===== config.mk =====
export PLATFORM = sky130hd
export DESIGN_NAME = crc32_direct_preload_engine
export DESIGN_NICKNAME = d
export VERILOG_FILES = /design/src/rtl/core/crc32dp_pkg.sv /design/src/rtl/core/crc32dp_step.sv /design/src/rtl/core/crc32_direct_preload_engine.sv
export SDC_FILE = /design/constraint.sdc
export NUM_CORES = 1
export LEC_CHECK = 0
export BUFFER_PORTS_ARGS = -buffer_cell sky130_fd_sc_hd__buf_2
export CAP_MARGIN = 30
export CORE_AREA = 2 2 167 169
export DETAILED_ROUTE_END_ITERATION = 12
export DIE_AREA = 0 0 169 171
export GPL_ROUTABILITY_DRIVEN = 0
export SETUP_SLACK_MARGIN = 0.4
export SYNTH_ARGS = -nofsm -noshare
export SYNTH_HDL_FRONTEND = slang
export SYNTH_SLANG_ARGS = --single-unit

===== constraint.sdc =====
create_clock -name clk -period 4.2 [get_ports clk]
set_clock_uncertainty 0.05 [all_clocks]
set_input_delay 0.63 -clock clk [delete_from_list [all_inputs] [get_ports clk]]
set_output_delay 0.63 -clock clk [all_outputs]
set_load 0.01 [all_outputs]

===== src/rtl/core/crc32dp_pkg.sv =====
// ----------------------------------------------------------------------------
// crc32dp_pkg
// Shared types and constants for the CRC-32 direct preload engine.
// ----------------------------------------------------------------------------
package crc32dp_pkg;

  localparam logic [31:0] CRC_POLY   = 32'h04C1_1DB7;
  localparam logic [2:0]  PRELOAD_N  = 3'd4;   // bytes shifted in before inversion

  // running message state
  typedef struct packed {
    logic [31:0] remainder;
    logic [2:0]  bytes_seen;   // saturates at PRELOAD_N
    logic [31:0] seed_latch;
  } crc_state_t;

  // one finished message
  typedef struct packed {
    logic        vld;
    logic [31:0] crc_value;
    logic        short_message;
  } crc_result_t;

  // top byte pushed through eight polynomial steps
  function automatic logic [31:0] crc_table_entry(input logic [7:0] idx);
    logic [31:0] r;
    r = {idx, 24'd0};
    for (int k = 0; k < 8; k++) begin
      if (r[31]) begin
        r = {r[30:0], 1'b0} ^ CRC_POLY;
      end else begin
        r = {r[30:0], 1'b0};
      end
    end
    return r;
  endfunction

endpackage


===== src/rtl/core/crc32dp_step.sv =====
// ----------------------------------------------------------------------------
// crc32dp_step
// Next-state and result logic for one message byte.
// ----------------------------------------------------------------------------
module crc32dp_step
  import crc32dp_pkg::*;
(
  input  crc_state_t  cur,
  input  logic [7:0]  data_byte,
  input  logic        last_byte,
  input  logic [31:0] seed,
  output crc_state_t  nxt,
  output crc_result_t res
);

  logic [31:0] shifted;
  logic [31:0] rem_new;
  logic [2:0]  cnt_new;
  logic [31:0] seed_eff;
  logic        is_short;

  always_comb begin
    shifted  = {cur.remainder[23:0], data_byte};
    seed_eff = (cur.bytes_seen == 3'd0) ? seed : cur.seed_latch;

    if (cur.bytes_seen < PRELOAD_N) begin
      cnt_new = cur.bytes_seen + 3'd1;
      rem_new = (cnt_new == PRELOAD_N) ? ~shifted : shifted;
    end else begin
      cnt_new = cur.bytes_seen;
      rem_new = shifted ^ crc_table_entry(cur.remainder[31:24]);
    end

    is_short = (cnt_new < PRELOAD_N);

    res.vld           = last_byte;
    res.crc_value     = is_short ? seed_eff : ~rem_new;
    res.short_message = is_short;

    // end of message returns the state to zero
    if (last_byte) begin
      nxt = '0;
    end else begin
      nxt.remainder  = rem_new;
      nxt.bytes_seen = cnt_new;
      nxt.seed_latch = seed_eff;
    end
  end

endmodule


===== src/rtl/core/crc32_direct_preload_engine.sv =====
// ----------------------------------------------------------------------------
// crc32_direct_preload_engine
// Byte-serial CRC-32 (poly 0x04C11DB7, MSB first, augmented direct form).
// ----------------------------------------------------------------------------
// Usage:
//   Input stream carries one message byte per transaction; in_tlast marks
//   the final byte. The seed rides with every byte but is sampled only on
//   the first byte of a message. One result transaction leaves per message,
//   after its last byte: out_tdata is the inverted remainder, or the seed
//   when the message had fewer than four bytes, in which case out_tuser = 1.
//   Flow: a byte is registered at the input, taken by one table step into
//   the running state, and its result (if any) goes to the result register
//   driving out_tvalid. Throughput: one byte per cycle, set by the single
//   table step between input and state register, while no last byte waits.
//   Back-pressure: when out_tready is low the result register holds; bytes
//   that produce no result keep flowing, and a last byte waits in the input
//   register until the result slot frees, dropping in_tready only then.
//   Reset (rst_n low, synchronous) empties both stages and clears the
//   remainder, byte count and seed latch, so the next byte starts a message.
// ----------------------------------------------------------------------------
module crc32_direct_preload_engine
  import crc32dp_pkg::*;
(
  input  logic        clk,
  input  logic        rst_n,
  input  logic        in_tvalid,
  output logic        in_tready,
  input  logic [39:0] in_tdata,   // [7:0] data_byte, [39:8] seed
  input  logic        in_tlast,   // last_byte
  output logic        out_tvalid,
  input  logic        out_tready,
  output logic [31:0] out_tdata,  // [31:0] crc_value
  output logic        out_tuser   // [0] short_message
);

  logic        s1_vld_r;
  logic [7:0]  s1_byte_r;
  logic        s1_last_r;
  logic [31:0] s1_seed_r;

  crc_state_t  state_r;
  crc_state_t  state_nxt;
  crc_result_t res;

  logic        out_vld_r;
  logic [31:0] out_crc_r;
  logic        out_short_r;

  logic        out_free;
  logic        s1_adv;
  logic        in_acc;

  assign out_free  = !out_vld_r || out_tready;
  assign s1_adv    = s1_vld_r && (!s1_last_r || out_free);
  assign in_tready = !s1_vld_r || s1_adv;
  assign in_acc    = in_tvalid && in_tready;

  crc32dp_step u_step (
    .cur       (state_r),
    .data_byte (s1_byte_r),
    .last_byte (s1_last_r),
    .seed      (s1_seed_r),
    .nxt       (state_nxt),
    .res       (res)
  );

  // input register
  always_ff @(posedge clk) begin
    if (!rst_n) begin
      s1_vld_r <= 1'b0;
    end else if (in_tready) begin
      s1_vld_r <= in_tvalid;
    end
    if (in_acc) begin
      s1_byte_r <= in_tdata[7:0];
      s1_last_r <= in_tlast;
      s1_seed_r <= in_tdata[39:8];
    end
  end

  // running message state
  always_ff @(posedge clk) begin
    if (!rst_n) begin
      state_r <= '0;
    end else if (s1_adv) begin
      state_r <= state_nxt;
    end
  end

  // result register
  always_ff @(posedge clk) begin
    if (!rst_n) begin
      out_vld_r <= 1'b0;
    end else if (s1_adv && res.vld) begin
      out_vld_r <= 1'b1;
    end else if (out_tready) begin
      out_vld_r <= 1'b0;
    end
    if (s1_adv && res.vld) begin
      out_crc_r   <= res.crc_value;
      out_short_r <= res.short_message;
    end
  end

  assign out_tvalid = out_vld_r;
  assign out_tdata  = out_crc_r;
  assign out_tuser  = out_short_r;

endmodule

==> impl_results.md <==
* Levels on crit path at 8
* Hold path startpoint: in_tdata[38]
* CTS clk-pin slew, worst paths at 70 ps
* Min-Delay Path Class: in2reg
* Internal at around 2.5 mW
* Period utilization at 62.78%
* Slew at the pin closest to its max-slew limit at 783.6 ps
* CP required at about 4300 ps
* Reg-to-reg endpoint: out_tdata[26]
* Fill cell count at 2,793
* # Post-CTS Setup Buffers at 0
* Net Switching at ~0.8 mW
* # rows at 61
* Cell Chain, Critical Path: ha_1, inv_1, ha_2, a21oi_1, buf_4, a21oi_1, xor2_1, o21ai_0
* Most frequent cell after synthesis: edfxtp_1
* I/O pins at 80
* Worst setup path startpoint: state_r[32]
* TritonCTS Buffers at 17
* Layout cell share with drive strength beyond 1 at about 24%
* Post-synth top cells: edfxtp_1, dfxtp_1, nor2b_1
* Clk sinks at ~140
* Reg2reg start: state_r[32]
* Clock network fraction of total power at between 40% and 50%
* Pre-antenna DRT Iters at 5
* #FFs+latches synth at around 140
* Antenna Cells at 0
* CORE AREA at 27,320 µm²
* Largest net degree at the start of global routing at 43
* FFs w/ async S/R, synth at 0%
* Synth Flop Type: edfxtp_1
* Max-slew violations at 0
* CP Capture Type: flip-flop
* All-layer global routing usage at about 11%
* First-pass GRT wire length at around 25,000 µm
* Hold WS at 323.7 ps
* CP startpoint kind: flip-flop
* Initial antenna violation count at 0
* Die Wd at roughly 170 µm
* Post-synth EDFFs at 74
* H-tree levels at 4
* Vias in the first global route at around 4,300
* Sequential Power Share at between 40% and 50%
* Largest buffer count on any clock path at 2
* Worst-Skew Late Latency at between 400 and 500 ps
* Worst reg2reg path depth at 8
* Resized cells post-CTS at 0
* Register area share after synthesis at between 50% and 60%
* Max frequency at 379.2 MHz
* Total gr overflow at 0
* Die Y-Extent at roughly 170 µm
* IO buf count at 79
* Wire length per cell at approximately 17 µm
* Synthesis Warnings at 0
* Arrival time at the worst endpoint at 2730 ps
* Initial DRC count at ~220
* Netlist cell types at ~40
* Area leader, netlist: edfxtp_1
* CP most frequent cell: a21oi_1
* RSZ-0062 raised after global routing: false
* Slowest CP cell: a21oi_1
* Syn-to-layout area delta at 19.85%
* # hold bufs at CTS at 0
* Pwr dens at slightly above 400 nW/µm²
* Max_cap viols at 0
* Crit-path max cell delay at between 600 and 700 ps
* Hpwl dp at 11,230 µm
* CP bufs+invs at 2
* Top delay family on crit path: compound AO/OA/AOI/OAI gates
* Status: complete, no violations
* DRC viols at 0
* Setup tns final at 0 ps
* Share of the synthesized area in the top cell type at roughly 33%
* TritonCTS clock tree: built
* Max rail drop VDD at around 0.24 mV
* Comb pwr share at between 5 and 6%
* Syn avg cell area at between 10 and 15 µm²
* Synthesized area at between 6000 and 7000 µm²
* Starting Density at approximately 25%
* R2R Setup Slk at roughly 1600 ps
* Syn_nets at 610
* Fin. Hold Viols at 0
* Crit-path max FO at 15
* Gate Count Post-Synth at roughly 560
* Critical path type: reg2reg
* Vias at between 4,000 and 5,000
* Minimum clock period at between 2000 and 3000 ps
* Switching Share at between 20 and 25%
* Vias/cell at 4.488
* Lkg Pwr at about 3.1 nW
* Max_slew headroom at between 40% and 50%
* CTS root buf: clkbuf_16
* Post-layout power at 3.257 mW
* Die Area at between 20,000 and 30,000 µm²
* Synth area leaders: edfxtp_1, dfxtp_1, xnor2_1, a22oi_1, nor2b_1
* # setup viols final at 0
* Final nets at 674
* Worst setup endpoint: out_tdata[26]
* Post-DRT Antenna Nets at 0
* Drt total wl at 16,290 µm
-- layout make-up --
| type | instances | area (µm²) | area share (%) |
|---|---|---|---|
| clock inverter | 15 | 162.7 | 2.024 |
| inverter | 6 | 22.52 | 0.2802 |
| tap | 346 | 432.9 | 5.386 |
| clock buffer | 17 | 425.4 | 5.293 |
| timing repair buffer | 91 | 525.5 | 6.538 |
| sequential | 143 | 3603 | 44.83 |
| multi-input combinational | 366 | 2865 | 35.65 |
-- cells in the final DEF (no fill, tap or decap), types with 5 or more instances in the layout --
| cell | instances |
|---|---|
| mux2i_1 | 16 |
| a31oi_1 | 11 |
| o21ai_0 | 20 |
| mux2_2 | 16 |
| a21oi_1 | 29 |
| xnor3_1 | 6 |
| xor2_1 | 18 |
| buf_2 | 79 |
| dfxtp_1 | 69 |
| and2_1 | 5 |
| nor3_1 | 5 |
| a22oi_1 | 38 |
| clkbuf_16 | 17 |
| nor2b_1 | 42 |
| buf_4 | 9 |
| a22o_1 | 15 |
| nand2_1 | 37 |
| a2bb2oi_1 | 5 |
| inv_1 | 6 |
| xnor2_4 | 6 |
| inv_8 | 5 |
| a21boi_0 | 9 |
| inv_6 | 6 |
| xnor2_1 | 40 |
| edfxtp_1 | 74 |
| nor2_1 | 10 |
-- flip-flops by register name, indices dropped and copies added, names as in the netlist --
signal and cells:
out_tdata 32, s1_seed_r 32, out_tuser 1, s1_last_r 1, state_r 67, s1_byte_r 8
s1_vld_r 1, out_tvalid 1
-- power groups by stage --
stage / clock network, mW / logic [mW] / registers, mW
floorplan: 0 / 0.111 / 1.58
CTS: 1.54 / 0.191 / 1.56
finish: 1.51 / 0.188 / 1.56
detailed placement: 0 / 0.190 / 1.59
global placement: 0 / 0.182 / 1.59
global route: 1.60 / 0.208 / 1.56
-- worst reg2reg max path, stage by stage, from the launching register on --
cell and delay (ps):
dfxtp_1 350, ha_1 210, inv_1 50, ha_2 270, a21oi_1 640, buf_4 340
a21oi_1 80, xor2_1 220, o21ai_0 140
-- cell families after synthesis --
logic type / count (synthesis) / share of synthesized area (%)
flip-flops: 143 / 53.73
AO/OA/AOI/OAI: 148 / 15.07
adder cells (fa/ha/maj): 4 / 0.7463
multiplexers: 32 / 5.075
XOR/XNOR: 73 / 13.12
buffers and inverters: 52 / 3.992
AND/OR/NAND/NOR: 109 / 8.265
-- routing by layer --
layer / track usage, % / routed length (µm) / vias up / share of wire [%]
met5: 0 / 0 / - / 0
met4: 3.865 / 205 / 0 / 1.3
met3: 2.452 / 671 / 16 / 4.1
met2: 19.14 / 8109 / 104 / 50
met1: 14.34 / 7304 / 2145 / 45
li1: - / - / 2151 / -
-- per-stage QoR --
stage               util, %  instances  setup slack, ps  instance area [µm²]
floorplan                 -        561            892.4                 6706
global placement      27.04        949             1623                 7387
detailed placement    27.26        952             1593                 7450
CTS                   29.42        984             1596                 8038
global route          29.42        984             1351                 8038
finish                29.42        984             1563                 8038
-- worst min path at each step --
| stage | depth (start not counted) | end | slack (ps) |
|---|---|---|---|
| 2_1_floorplan | 1 | state_r[37] | 410 |
| 3_3_place_gp | 1 | state_r[49] | 430 |
| 3_5_place_dp | 1 | state_r[52] | 430 |
| 4_1_cts | 1 | s1_seed_r[28] | 310 |
| 5_1_grt | 1 | s1_seed_r[30] | 310 |
| 6_report | 1 | s1_seed_r[30] | 320 |
(Power assumes the default switching activity.)
